<file path="config.mk">
export PLATFORM = sky130hd
export DESIGN_NAME = utf8_to_utf16_transcoder_top_flat
export DESIGN_NICKNAME = d
export VERILOG_FILES = /design/src/hw/rtl/utt_pkg.sv /design/src/hw/rtl/utt_byte_if.sv /design/src/hw/rtl/utt_result_if.sv /design/src/hw/rtl/utt_front.sv /design/src/hw/rtl/utt_queue.sv /design/src/hw/rtl/utt_back.sv /design/src/hw/rtl/utf8_to_utf16_transcoder_top.sv /design/src/flat_wrapper.sv
export SDC_FILE = /design/constraint.sdc
export NUM_CORES = 1
export LEC_CHECK = 0
export BUFFER_PORTS_ARGS = -buffer_cell sky130_fd_sc_hd__buf_2
export CORE_UTILIZATION = 46
export CTS_CLUSTER_DIAMETER = 120
export DETAILED_ROUTE_END_ITERATION = 10
export PLACE_DENSITY = 0.72
export SLEW_MARGIN = 10
export SYNTH_ARGS = -nofsm -noshare
export SYNTH_HDL_FRONTEND = slang
export SYNTH_HIERARCHICAL = 1
export SYNTH_SLANG_ARGS = --single-unit
</file>
<file path="constraint.sdc">
create_clock -name i_clk -period 16.64 [get_ports i_clk]
set_clock_uncertainty 0.15 [all_clocks]
set_input_delay 1.664 -clock i_clk [delete_from_list [all_inputs] [get_ports i_clk]]
set_output_delay 1.664 -clock i_clk [all_outputs]
set_load 0.005 [all_outputs]
</file>
<file path="src/hw/rtl/utt_pkg.sv">
// Shared types and constants for the UTF-8 to UTF-16 transcoder.
// Depends on nothing; the front, queue, back and top modules import it.

package utt_pkg;

    // Configuration register indexes on the write port.
    localparam int unsigned CFG_IDX_W = 1;
    localparam logic [CFG_IDX_W-1:0] CFG_COUNT_ONLY = 1'b0;
    localparam logic [CFG_IDX_W-1:0] CFG_CAPACITY   = 1'b1;
    localparam int unsigned CFG_DATA_W = 31;

    // Lead and continuation byte bounds for strict decoding.
    localparam logic [7:0] LEAD2_MIN   = 8'hC2;
    localparam logic [7:0] LEAD2_MAX   = 8'hDF;
    localparam logic [7:0] LEAD3_MIN   = 8'hE0;
    localparam logic [7:0] LEAD3_MAX   = 8'hEF;
    localparam logic [7:0] LEAD4_MIN   = 8'hF0;
    localparam logic [7:0] LEAD4_MAX   = 8'hF4;
    localparam logic [7:0] ASCII_MAX   = 8'h7F;
    localparam logic [7:0] LEAD_E0     = 8'hE0;
    localparam logic [7:0] LEAD_ED     = 8'hED;
    localparam logic [7:0] LEAD_F0     = 8'hF0;
    localparam logic [7:0] LEAD_F4     = 8'hF4;
    localparam logic [7:0] E0_CONT_MIN = 8'hA0;
    localparam logic [7:0] ED_CONT_MAX = 8'h9F;
    localparam logic [7:0] F0_CONT_MIN = 8'h90;
    localparam logic [7:0] F4_CONT_MAX = 8'h8F;

    // Code point limits.
    localparam logic [20:0] MIN_CP2   = 21'h00080;
    localparam logic [20:0] MIN_CP3   = 21'h00800;
    localparam logic [20:0] MIN_CP4   = 21'h10000;
    localparam logic [20:0] MAX_CP    = 21'h10FFFF;
    localparam logic [20:0] SURR_LO   = 21'h0D800;
    localparam logic [20:0] SURR_HI   = 21'h0DFFF;
    localparam logic [20:0] SUPP_BASE = 21'h10000;
    localparam logic [15:0] HI_SURR_BASE = 16'hD800;
    localparam logic [15:0] LO_SURR_BASE = 16'hDC00;

    // Unit counter limits: the counter holds at COUNT_SAT once past COUNT_LIMIT.
    localparam logic [31:0] COUNT_LIMIT = 32'h7FFF_FFFF;
    localparam logic [31:0] COUNT_SAT   = 32'h8000_0000;

    // Depth of the queue between decoder and serializer.
    localparam int unsigned JOB_DEPTH = 4;
    localparam int unsigned JOB_PTR_W = 2;

    typedef enum logic [1:0] {
        ST_OK       = 2'd0,
        ST_INVALID  = 2'd1,
        ST_NO_ROOM  = 2'd2,
        ST_OVERFLOW = 2'd3
    } t_status;

    typedef struct packed {
        logic        count_only;
        logic [30:0] capacity;
    } t_cfg;

    // Everything one source byte produces: up to two units and a summary.
    typedef struct packed {
        logic [15:0] unit0;
        logic        unit0_en;
        logic [15:0] unit1;
        logic        unit1_en;
        logic        summ_en;
        t_status     status;
        logic [30:0] count;
    } t_job;

    // Queue status seen by the decoder and the serializer.
    typedef struct packed {
        logic full;
        logic empty;
    } t_qstat;

endpackage

</file>
<file path="src/hw/rtl/utt_byte_if.sv">
// Channel carrying source bytes with an end-of-string mark.
// Stand-alone interface; no package needed.

interface utt_byte_if;
    logic       valid;
    logic       ready;
    logic [7:0] in_byte;
    logic       end_of_string;

    modport source (output valid, output in_byte, output end_of_string, input ready);
    modport sink   (input valid, input in_byte, input end_of_string, output ready);
endinterface

</file>
<file path="src/hw/rtl/utt_result_if.sv">
// Channel carrying UTF-16 units and end-of-string summary transactions.
// Stand-alone interface; no package needed.

interface utt_result_if;
    logic        valid;
    logic        ready;
    logic [15:0] unit_value;
    logic        is_summary;
    logic [1:0]  status;
    logic [30:0] units_needed;
    logic        last_of_run;

    modport source (output valid, output unit_value, output is_summary, output status,
                    output units_needed, output last_of_run, input ready);
    modport sink   (input valid, input unit_value, input is_summary, input status,
                    input units_needed, input last_of_run, output ready);
endinterface

</file>
<file path="src/hw/rtl/utt_front.sv">
// Decoder front end: accepts one byte per cycle while the queue is not full,
// runs the strict UTF-8 state machine and unit counter, and pushes one job per
// productive byte. Depends on utt_pkg and utt_byte_if.

module utt_front import utt_pkg::*; (
    input  logic   i_clk,
    input  logic   i_rst_n,
    input  t_cfg   i_cfg,
    utt_byte_if.sink i_byte,
    input  t_qstat i_qstat,
    output logic   o_push,
    output t_job   o_job
);

    logic [20:0] r_partial, n_partial;
    logic [1:0]  r_left, n_left;
    logic [2:0]  r_seqlen, n_seqlen;
    logic [7:0]  r_lead, n_lead;
    logic [31:0] r_units;
    logic        r_err, n_err;

    logic        accept;
    logic        eos;
    logic [7:0]  b;
    logic        first;
    logic        emit;
    logic [20:0] cp;
    logic [20:0] v;
    logic [20:0] minimum;
    logic        pair;
    logic [19:0] adj;
    logic [31:0] cap_ext;
    logic [31:0] units_p1, units_p2, sat1, sat2, units_after;

    assign i_byte.ready = ~i_qstat.full;
    assign accept = i_byte.valid & ~i_qstat.full;
    assign eos = i_byte.end_of_string;
    assign b = i_byte.in_byte;

    always_comb begin
        n_partial = r_partial;
        n_left    = r_left;
        n_seqlen  = r_seqlen;
        n_lead    = r_lead;
        n_err     = r_err;
        emit      = 1'b0;
        cp        = '0;
        v         = {r_partial[14:0], b[5:0]};
        first     = ({1'b0, r_left} == (r_seqlen - 3'd1));
        case (r_seqlen)
            3'd2:    minimum = MIN_CP2;
            3'd3:    minimum = MIN_CP3;
            default: minimum = MIN_CP4;
        endcase
        if (!r_err) begin
            if (r_left == 2'd0) begin
                if (b <= ASCII_MAX) begin
                    emit = 1'b1;
                    cp   = {13'd0, b};
                end else if (b inside {[LEAD2_MIN:LEAD2_MAX]}) begin
                    n_seqlen  = 3'd2;
                    n_partial = {16'd0, b[4:0]};
                    n_lead    = b;
                    n_left    = 2'd1;
                end else if (b inside {[LEAD3_MIN:LEAD3_MAX]}) begin
                    n_seqlen  = 3'd3;
                    n_partial = {17'd0, b[3:0]};
                    n_lead    = b;
                    n_left    = 2'd2;
                end else if (b inside {[LEAD4_MIN:LEAD4_MAX]}) begin
                    n_seqlen  = 3'd4;
                    n_partial = {18'd0, b[2:0]};
                    n_lead    = b;
                    n_left    = 2'd3;
                end else begin
                    n_err = 1'b1;
                end
            end else begin
                if (b[7:6] != 2'b10) begin
                    n_err = 1'b1;
                end else if (first && ((r_lead == LEAD_E0 && b < E0_CONT_MIN) ||
                                       (r_lead == LEAD_ED && b > ED_CONT_MAX) ||
                                       (r_lead == LEAD_F0 && b < F0_CONT_MIN) ||
                                       (r_lead == LEAD_F4 && b > F4_CONT_MAX))) begin
                    n_err = 1'b1;
                end else begin
                    n_partial = v;
                    n_left    = r_left - 2'd1;
                    if (r_left == 2'd1) begin
                        if (v < minimum || v > MAX_CP || (v >= SURR_LO && v <= SURR_HI)) begin
                            n_err = 1'b1;
                        end else begin
                            emit = 1'b1;
                            cp   = v;
                        end
                        n_partial = '0;
                        n_seqlen  = '0;
                        n_lead    = '0;
                    end
                end
            end
            // A sequence still open at the end of the string is truncated.
            if (eos && !n_err && n_left != 2'd0) begin
                n_err = 1'b1;
            end
            if (n_err) begin
                n_partial = '0;
                n_left    = '0;
                n_seqlen  = '0;
                n_lead    = '0;
            end
        end
    end

    // Unit counting; the counter saturates at COUNT_SAT.
    assign cap_ext  = {1'b0, i_cfg.capacity};
    assign units_p1 = r_units + 32'd1;
    assign units_p2 = r_units + 32'd2;
    assign sat1 = r_units[31] ? r_units : units_p1;
    assign sat2 = r_units[31] ? r_units : ((r_units == COUNT_LIMIT) ? COUNT_SAT : units_p2);
    assign pair = (cp[20:16] != 5'd0);
    assign adj  = 20'(cp - SUPP_BASE);
    assign units_after = !emit ? r_units : (pair ? sat2 : sat1);

    always_comb begin
        o_job.unit0    = pair ? (HI_SURR_BASE + {6'd0, adj[19:10]}) : cp[15:0];
        o_job.unit0_en = emit && !i_cfg.count_only && (r_units < cap_ext);
        o_job.unit1    = LO_SURR_BASE + {6'd0, adj[9:0]};
        o_job.unit1_en = emit && pair && !i_cfg.count_only && (sat1 < cap_ext);
        o_job.summ_en  = eos;
        if (n_err) begin
            o_job.status = ST_INVALID;
        end else if (units_after > COUNT_LIMIT) begin
            o_job.status = ST_OVERFLOW;
        end else if (!i_cfg.count_only && units_after > cap_ext) begin
            o_job.status = ST_NO_ROOM;
        end else begin
            o_job.status = ST_OK;
        end
        o_job.count = units_after[31] ? COUNT_LIMIT[30:0] : units_after[30:0];
    end

    assign o_push = accept && (o_job.unit0_en || o_job.unit1_en || o_job.summ_en);

    always_ff @(posedge i_clk) begin
        if (!i_rst_n) begin
            r_partial <= '0;
            r_left    <= '0;
            r_seqlen  <= '0;
            r_lead    <= '0;
            r_units   <= '0;
            r_err     <= 1'b0;
        end else if (accept) begin
            if (eos) begin
                r_partial <= '0;
                r_left    <= '0;
                r_seqlen  <= '0;
                r_lead    <= '0;
                r_units   <= '0;
                r_err     <= 1'b0;
            end else begin
                r_partial <= n_partial;
                r_left    <= n_left;
                r_seqlen  <= n_seqlen;
                r_lead    <= n_lead;
                r_units   <= units_after;
                r_err     <= n_err;
            end
        end
    end

endmodule

</file>
<file path="src/hw/rtl/utt_queue.sv">
// Short job queue between the decoder and the serializer.
// Depends on utt_pkg.

module utt_queue import utt_pkg::*; (
    input  logic   i_clk,
    input  logic   i_rst_n,
    input  logic   i_push,
    input  t_job   i_job,
    input  logic   i_pop,
    output t_job   o_job,
    output t_qstat o_qstat
);

    t_job                 r_mem [JOB_DEPTH];
    logic [JOB_PTR_W-1:0] r_wptr, r_rptr;
    logic [JOB_PTR_W:0]   r_count, n_count;
    logic                 do_push, do_pop;

    assign o_qstat.full  = (r_count == (JOB_PTR_W + 1)'(JOB_DEPTH));
    assign o_qstat.empty = (r_count == '0);
    assign do_push = i_push && !o_qstat.full;
    assign do_pop  = i_pop && !o_qstat.empty;
    assign o_job   = r_mem[r_rptr];

    always_comb begin
        n_count = r_count;
        if (do_push && !do_pop) begin
            n_count = r_count + 1'b1;
        end else if (do_pop && !do_push) begin
            n_count = r_count - 1'b1;
        end
    end

    always_ff @(posedge i_clk) begin
        if (do_push) begin
            r_mem[r_wptr] <= i_job;
        end
    end

    always_ff @(posedge i_clk) begin
        if (!i_rst_n) begin
            r_wptr  <= '0;
            r_rptr  <= '0;
            r_count <= '0;
        end else begin
            if (do_push) begin
                r_wptr <= r_wptr + 1'b1;
            end
            if (do_pop) begin
                r_rptr <= r_rptr + 1'b1;
            end
            r_count <= n_count;
        end
    end

endmodule

</file>
<file path="src/hw/rtl/utt_back.sv">
// Serializer back end: takes jobs from the queue and sends their units and
// summary one transaction per cycle while o_res is ready, through a
// registered output. Depends on utt_pkg and utt_result_if.

module utt_back import utt_pkg::*; (
    input  logic   i_clk,
    input  logic   i_rst_n,
    input  t_job   i_job,
    input  t_qstat i_qstat,
    output logic   o_pop,
    utt_result_if.source o_res
);

    t_job        r_job;
    logic [2:0]  r_mask, n_mask;
    logic        r_out_valid;
    logic [15:0] r_unit;
    logic        r_summ;
    logic [1:0]  r_status;
    logic [30:0] r_count;
    logic        r_last;
    logic        out_free;
    logic        send;

    assign out_free = !r_out_valid || o_res.ready;
    assign send     = out_free && (r_mask != 3'd0);

    // Mask bits: 0 first unit, 1 second unit, 2 summary. Lowest goes first.
    always_comb begin
        n_mask = r_mask;
        if (send) begin
            n_mask = r_mask & (r_mask - 3'd1);
        end
    end

    assign o_pop = !i_qstat.empty && (n_mask == 3'd0);

    always_ff @(posedge i_clk) begin
        if (!i_rst_n) begin
            r_mask      <= '0;
            r_out_valid <= 1'b0;
        end else begin
            if (o_pop) begin
                r_mask <= {i_job.summ_en, i_job.unit1_en, i_job.unit0_en};
            end else begin
                r_mask <= n_mask;
            end
            if (out_free) begin
                r_out_valid <= send;
            end
        end
    end

    always_ff @(posedge i_clk) begin
        if (o_pop) begin
            r_job <= i_job;
        end
        if (send) begin
            r_last <= (n_mask == 3'd0);
            if (r_mask[0]) begin
                r_unit   <= r_job.unit0;
                r_summ   <= 1'b0;
                r_status <= ST_OK;
                r_count  <= '0;
            end else if (r_mask[1]) begin
                r_unit   <= r_job.unit1;
                r_summ   <= 1'b0;
                r_status <= ST_OK;
                r_count  <= '0;
            end else begin
                r_unit   <= '0;
                r_summ   <= 1'b1;
                r_status <= r_job.status;
                r_count  <= r_job.count;
            end
        end
    end

    assign o_res.valid        = r_out_valid;
    assign o_res.unit_value   = r_unit;
    assign o_res.is_summary   = r_summ;
    assign o_res.status       = r_status;
    assign o_res.units_needed = r_count;
    assign o_res.last_of_run  = r_last;

endmodule

</file>
<file path="src/hw/rtl/utf8_to_utf16_transcoder_top.sv">
// Top level of the strict UTF-8 to UTF-16 transcoder: configuration
// registers, decoder front end, job queue and serializer back end.
// Depends on utt_pkg, utt_byte_if, utt_result_if, utt_front, utt_queue, utt_back.
//
//   Channel   Direction  Transaction
//   --------  ---------  ---------------------------------------------------
//   i_byte    in         one source byte plus its end-of-string mark
//   o_res     out        one UTF-16 unit, or the end-of-string summary
//   i_cfg_*   in         register write: 0 count_only, 1 output_capacity
//
// The decoder takes one byte per cycle whenever the four-entry job queue has
// room. Each byte yields zero to three result transactions; the serializer
// sends one per cycle while o_res is ready, so a surrogate pair plus summary
// is three sends and the queue absorbs the difference. Each job passes the
// queue, the job register and the output register. Reset is synchronous and
// active low; it sets count_only to 1, output_capacity to 0 and clears
// all string state. A stall on o_res fills the queue and i_byte.ready drops.

module utf8_to_utf16_transcoder_top import utt_pkg::*; (
    input  logic                  i_clk,
    input  logic                  i_rst_n,
    input  logic                  i_cfg_we,
    input  logic [CFG_IDX_W-1:0]  i_cfg_idx,
    input  logic [CFG_DATA_W-1:0] i_cfg_data,
    utt_byte_if.sink              i_byte,
    utt_result_if.source          o_res
);

    t_cfg   r_cfg;
    t_job   front_job;
    t_job   queue_job;
    t_qstat qstat;
    logic   push;
    logic   pop;

    // Configuration must be written only between strings (the user's duty; the block
    // leaves it unchecked), so the decoder may read these registers directly.
    always_ff @(posedge i_clk) begin
        if (!i_rst_n) begin
            r_cfg.count_only <= 1'b1;
            r_cfg.capacity   <= '0;
        end else if (i_cfg_we) begin
            case (i_cfg_idx)
                CFG_COUNT_ONLY: r_cfg.count_only <= i_cfg_data[0];
                CFG_CAPACITY:   r_cfg.capacity   <= i_cfg_data;
                default:        r_cfg            <= r_cfg;
            endcase
        end
    end

    utt_front u_front (
        .i_clk   (i_clk),
        .i_rst_n (i_rst_n),
        .i_cfg   (r_cfg),
        .i_byte  (i_byte),
        .i_qstat (qstat),
        .o_push  (push),
        .o_job   (front_job)
    );

    utt_queue u_queue (
        .i_clk   (i_clk),
        .i_rst_n (i_rst_n),
        .i_push  (push),
        .i_job   (front_job),
        .i_pop   (pop),
        .o_job   (queue_job),
        .o_qstat (qstat)
    );

    utt_back u_back (
        .i_clk   (i_clk),
        .i_rst_n (i_rst_n),
        .i_job   (queue_job),
        .i_qstat (qstat),
        .o_pop   (pop),
        .o_res   (o_res)
    );

endmodule
</file>
<file path="src/flat_wrapper.sv">
// flat-port wrapper written by rule: the top's interface ports become plain ports
module utf8_to_utf16_transcoder_top_flat import utt_pkg::*;
  (i_clk, i_rst_n, i_cfg_we, i_cfg_idx, i_cfg_data, i_byte_valid, i_byte_in_byte, i_byte_end_of_string, i_byte_ready, o_res_valid, o_res_unit_value, o_res_is_summary, o_res_status, o_res_units_needed, o_res_last_of_run, o_res_ready);
  utt_byte_if i_byte_i ();
  utt_result_if o_res_i ();
  input  logic i_clk;
  input  logic i_rst_n;
  input  logic i_cfg_we;
  input  logic [CFG_IDX_W-1:0] i_cfg_idx;
  input  logic [CFG_DATA_W-1:0] i_cfg_data;
  input wire logic [$bits(i_byte_i.valid)-1:0] i_byte_valid;
  input wire logic [$bits(i_byte_i.in_byte)-1:0] i_byte_in_byte;
  input wire logic [$bits(i_byte_i.end_of_string)-1:0] i_byte_end_of_string;
  output wire logic [$bits(i_byte_i.ready)-1:0] i_byte_ready;
  output wire logic [$bits(o_res_i.valid)-1:0] o_res_valid;
  output wire logic [$bits(o_res_i.unit_value)-1:0] o_res_unit_value;
  output wire logic [$bits(o_res_i.is_summary)-1:0] o_res_is_summary;
  output wire logic [$bits(o_res_i.status)-1:0] o_res_status;
  output wire logic [$bits(o_res_i.units_needed)-1:0] o_res_units_needed;
  output wire logic [$bits(o_res_i.last_of_run)-1:0] o_res_last_of_run;
  input wire logic [$bits(o_res_i.ready)-1:0] o_res_ready;
  assign i_byte_i.valid = i_byte_valid;
  assign i_byte_i.in_byte = i_byte_in_byte;
  assign i_byte_i.end_of_string = i_byte_end_of_string;
  assign i_byte_ready = i_byte_i.ready;
  assign o_res_valid = o_res_i.valid;
  assign o_res_unit_value = o_res_i.unit_value;
  assign o_res_is_summary = o_res_i.is_summary;
  assign o_res_status = o_res_i.status;
  assign o_res_units_needed = o_res_i.units_needed;
  assign o_res_last_of_run = o_res_i.last_of_run;
  assign o_res_i.ready = o_res_ready;
  utf8_to_utf16_transcoder_top u_core (.i_clk(i_clk), .i_rst_n(i_rst_n), .i_cfg_we(i_cfg_we), .i_cfg_idx(i_cfg_idx), .i_cfg_data(i_cfg_data), .i_byte(i_byte_i), .o_res(o_res_i));
endmodule
</file>
Word level (Yosys, flattened, before mapping). Memories as Yosys holds them, arrays and structs flattened. A register that Yosys moved wholly into a read port is not among the register bits. Cells that the tools add are included.

Add/subtract/negate cells: 12. Magnitude comparators: 19. Eq/ne operators: 16. Multiplexer cells: 95. Bitwise gates (word level): 4. Reductions and logical operators: 53.

Operator list (number): $mux W32 (6); $mux W15 (11); $mux W21 (6); $mux W8 (12); $lt A32 B31 Y1 (2); $mux W16 (3); $mux W3 (15); $pmux W17 S2 (1); $add A15 B11 Y16 const A (2); $add A32 B1 Y32 const B (1); $add A32 B2 Y32 const B (1); $eq A32 B31 Y1 const B (1); $eq A8 B8 Y1 const B (4); $gt A32 B31 Y1 (1); $gt A32 B31 Y1 const B (1); $mux W2 (16); $mux W31 (1); $ge A8 B8 Y1 const B (3); $le A8 B8 Y1 const B (3); $logic_and A1 B1 Y1 (24); $mux W1 (24); $ge A21 B16 Y1 const B (1); $gt A21 B21 Y1 const B (1); $le A21 B16 Y1 const B (1); other kinds (31) (58).

Bits in registers: 220. Memory bits (writable): 272. Output and inout port bits: 53. Memories: 1.

Memory list: u_core.u_queue.r_mem (depth 4, width 68, rd ports 1, clocked after memory_dff 1, write ports 1, line utt_queue.sv:14) `t_job r_mem [JOB_DEPTH];`.

Longest topological paths before layout.
Depth after elaboration: 23. Depth in mapped cells: 26.

Hierarchy. Netlist, hierarchy kept.

Modules (own cells, without submodules): utt_queue (instances 1, cells each 404, area an instance 10307.4 µm²); utt_front (instances 1, cells each 1059, area an instance 7706.1 µm²); utt_back (instances 1, cells each 211, area an instance 4176.5 µm²); utf8_to_utf16_transcoder_top (instances 1, cells each 148, area an instance 1393.8 µm²).

Least setup slack after synthesis. Ideal clock, no wire load.

Path kind: input to register. Start: input i_byte_in_byte[4]. End: memory u_core/u_queue/r_mem[0][0] (netlist bit), enable pin. Library setup time: 0.433 ns. Arrival: 6.510 ns. Setup slack: 9.547 ns. Stages on the path: 17. Buffers on the path: 4. Cells stage by stage: a211o_1 -> o211a_1 -> o211a_1 -> buf_2 -> nor4_4 -> clkbuf_1 -> nand2_1 -> ha_1 -> o21ai_4 -> buf_4 -> nand4_1 -> or3_1 -> a21oi_1 -> o31a_1 -> nor2b_1 -> clkbuf_1 -> and2_1.

RTL lines: from (decl) (line flat_wrapper.sv:12) `input wire logic [$bits(i_byte_i.in_byte)-1:0] i_byte_in_byte;`; to (decl) (line utt_queue.sv:14).

==> flow_metrics.env <==
export IMPL_timing_critical_path_cells="buf_2 -> a211o_1 -> o211a_1 -> o211a_1 -> nor4_4 -> nand2_1 -> ha_1 -> o21a_1 -> buf_4 -> nor2_1 -> a31oi_1 -> o21ai_0 -> o31ai_1 -> ha_1 -> nand4_1 -> nor4_1 -> o21ai_0 -> a21oi_1 -> o21ai_0 -> a21oi_1"
export IMPL_cts_resized=0
export IMPL_period_share_pct=43.9
export IMPL_antenna_left=0
export IMPL_syn_inst=1822
export IMPL_fin_area_um2=26200
export IMPL_yosysWarnings=6
export IMPL_power_per_cell_area_nw_per_um2=128
export IMPL_cts_buffers=51
export IMPL_end_kind="flip-flop"
export IMPL_core_area_um2=50400
export IMPL_dieArea_um2=52200
export IMPL_cts_tree="built"
export IMPL_max_slew_margin_pct=20.5
export IMPL_critPathTopFamily="compound AO/OA/AOI/OAI gates"
export IMPL_syn_area_per_cell_um2=12.9
export IMPL_slew_violations=0
export IMPL_grt_pass1_wl_um=91000
export IMPL_drt_iter0_markers=1539
export IMPL_worst_path_buf_inv=2
export IMPL_hold_path_depth=2
export IMPL_cp_depth=20
export IMPL_synth_edf_count=388
export IMPL_postCtsHoldBufs=0
export IMPL_finalHoldViolCount=0
export IMPL_ys_top_cells_by_area="edfxtp_1, dfxtp_1, mux4_2, ha_1, nand2_1"
export IMPL_syn_to_final_growth_pct=10.9
export IMPL_start_util_pct=46.8
export IMPL_hold_class="flip-flop to flip-flop"
export IMPL_cts_root_buf="clkbuf_16"
export IMPL_yosysSeqAreaShare_pct=58.4
export IMPL_worst_pin_slew_ns=1.18
export IMPL_cts_htree_levels=2
export IMPL_place_gp_congestion=0.938
export IMPL_die_w_um=228
export IMPL_grt_usage_pct=22.7
export IMPL_reg2reg_depth=16
export IMPL_die_h_um=228
export IMPL_rsz0062_at_grt="false"
export IMPL_diodes=0
export IMPL_critPathMostFrequentCell="o21ai_0"
export IMPL_crit_arrival_ns=7.50
export IMPL_placed_area_um2=24400
export IMPL_postCtsSetupRepairBufs=0
export IMPL_async_reset_ff_share_pct=0
export IMPL_status="complete, no violations"
export IMPL_finalSetupViolations=0
export IMPL_rows=82
export IMPL_synth_cell_types=93
export IMPL_antenna_found_initial=2
export IMPL_worstSetupPathType="primary input to flip-flop"
export IMPL_synth_area_leader_cell="edfxtp_1"
export IMPL_fillers=4191
export IMPL_grt_max_degree=90
export IMPL_fin_nets=2033
export IMPL_via_per_inst=5.95
export IMPL_maxCapViolCount=0
export IMPL_io_buffers=98
export IMPL_ys_seq_elements=494
export IMPL_grt_overflow_total=0
export IMPL_syn_area_um2=23600
export IMPL_slowest_stage="nor4_4"
export IMPL_ys_flop_type="edfxtp_1"
export IMPL_setup_tns_ns=0
export IMPL_max_stage_delay_ns=0.77
export IMPL_worstPathRequired_ns=16.83
export IMPL_dp_hpwl_um=40600
export IMPL_period_needed_ns=7.31
export IMPL_drive_gt1_share_pct=17.6
export IMPL_wl_per_cell_um=22.8
export IMPL_max_clock_freq_mhz=137
export IMPL_grt_pass1_vias=15100
export IMPL_wl_um=59200
export IMPL_p_leak_nw=9.38
export IMPL_clkSinkCount=494
export IMPL_drc_errors=0
export IMPL_via_count=15400
export IMPL_netlist_area_leader_share_pct=49.4
export IMPL_path_clk_slew_ns=0.06
export IMPL_critPathMaxFanout=47
export IMPL_ios=99
export IMPL_crit_path_start_kind="primary input"
export IMPL_firstDrtPassIters=5
export IMPL_ir_drop_mv=0.0871
export IMPL_clock_latency_ns=0.61
export IMPL_clk_path_buf_depth=3
## placed cells by master (no fill, tap or decap), drive strengths merged, types with 28 or more instances in the layout
master  count
ha        106
clkbuf     65
o21ai     116
edfxtp    388
a22o       42
and2       58
a21oi      72
a21o       30
buf       122
nor3       28
nand4      65
inv        58
nand2     143
nand3      44
nor2       70
mux4       68
dfxtp     106
## sequential cells by signal (all words and copies together) (netlist names), 8 cells and up, named ones only
register / flops
u_core/u_front/r_units: 32
u_core/r_cfg: 32
u_core/u_back/r_job: 65
u_core/u_front/r_partial: 15
u_core/u_front/r_lead: 8
u_core/u_queue/r_mem: 272
u_core/u_back/o_res.unit_value: 16
u_core/u_back/o_res.units_needed: 31
## layout make-up
| type | instances | area [µm²] | share of cell area, % |
|---|---|---|---|
| clock buffer | 65 | 1370 | 5.23 |
| tap | 672 | 841 | 3.21 |
| sequential | 494 | 13800 | 52.7 |
| timing repair buffer | 122 | 671 | 2.56 |
| multi-input combinational | 1154 | 8930 | 34.1 |
| clock inverter | 28 | 358 | 1.37 |
| inverter | 57 | 216 | 0.827 |
## final timing paths
path                                               start                                     to  slack (ns)
setup reg to reg  u_core/u_front/r_units[1]$_SDFFE_PN0P_  u_core/u_queue/r_mem[0][18]$_DFFE_PP_        9.66
setup / recovery                       i_byte_in_byte[4]  u_core/u_queue/r_mem[0][32]$_DFFE_PP_        9.33
hold reg to reg            u_core/r_cfg[27]$_SDFFE_PN0P_          u_core/r_cfg[27]$_SDFFE_PN0P_        0.30
hold / removal             u_core/r_cfg[27]$_SDFFE_PN0P_          u_core/r_cfg[27]$_SDFFE_PN0P_        0.30
## cells by family after synthesis
group	count (synthesis)	synth area share (%)
AOI/OAI and AO/OA	396	11.7
muxes	79	6.98
and+or+nand+nor	527	11.8
adders and majority gates	108	5.76
DFF	494	58.4
other	2	0.0318
buffers and inverters	178	3.90
xor gates and xnor gates	38	1.41
## power by group
part	leakage, nW	switching (mW)	internal, mW
clock	0.832	0.474	0.692
sequential	4.50	0.0740	1.61
combinational	4.04	0.297	0.210
total	9.38	0.845	2.51
## worst reg2reg max path, cell delays in order (launching register included)
cell	delay, ns
dfxtp_1	0.52
ha_1	0.34
and3_1	0.27
nand3_1	0.25
nor2_1	0.35
nand4_1	0.16
xnor2_1	0.32
ha_1	0.33
a21oi_1	0.16
a21oi_1	0.08
a2111oi_0	0.75
o21ai_0	0.43
a21oi_1	0.47
o31a_1	0.16
nor2b_1	0.38
and2_2	0.87
buf_4	0.58
## Yosys cell counts, types with 22 or more instances
| cell type | instances |
|---|---|
| edfxtp_1 | 388 |
| nand2_1 | 143 |
| dfxtp_1 | 106 |
| ha_1 | 106 |
| o21ai_0 | 81 |
| a21oi_1 | 72 |
| mux4_2 | 68 |
| nor2_1 | 68 |
| nand4_1 | 65 |
| clkbuf_1 | 58 |
| and2_1 | 57 |
| inv_1 | 56 |
| nand3_1 | 43 |
| a22o_1 | 42 |
| buf_2 | 34 |
| a21o_1 | 30 |
| o21ai_2 | 30 |
| nor3_1 | 28 |
| xnor2_1 | 25 |
| and3_1 | 22 |
## through the flow
stage          setup WS (ns)  instances  hold WS (ns)  total power, mW  utilization (%)
2_1_floorplan           9.55       1826         0.277             2.05                -
3_3_place_gp            9.03       2499         0.285             2.21             48.5
3_5_place_dp            8.90       2499         0.297             2.22             48.5
4_1_cts                 9.50       2592         0.309             3.40             51.9
5_1_grt                 8.93       2592         0.325             3.51             51.9
6_report                9.33       2592         0.304             3.36             51.9
## per-layer routing
layer / track usage, % / share of wire [%] / vias up
met5: 0 / 0 / -
met4: 8.81 / 3.7 / 0
met3: 3.32 / 6.4 / 133
met2: 35.4 / 46 / 592
met1: 32.1 / 44 / 7582
li1: - / - / 7115
Power figures use the tool's default switching activity.
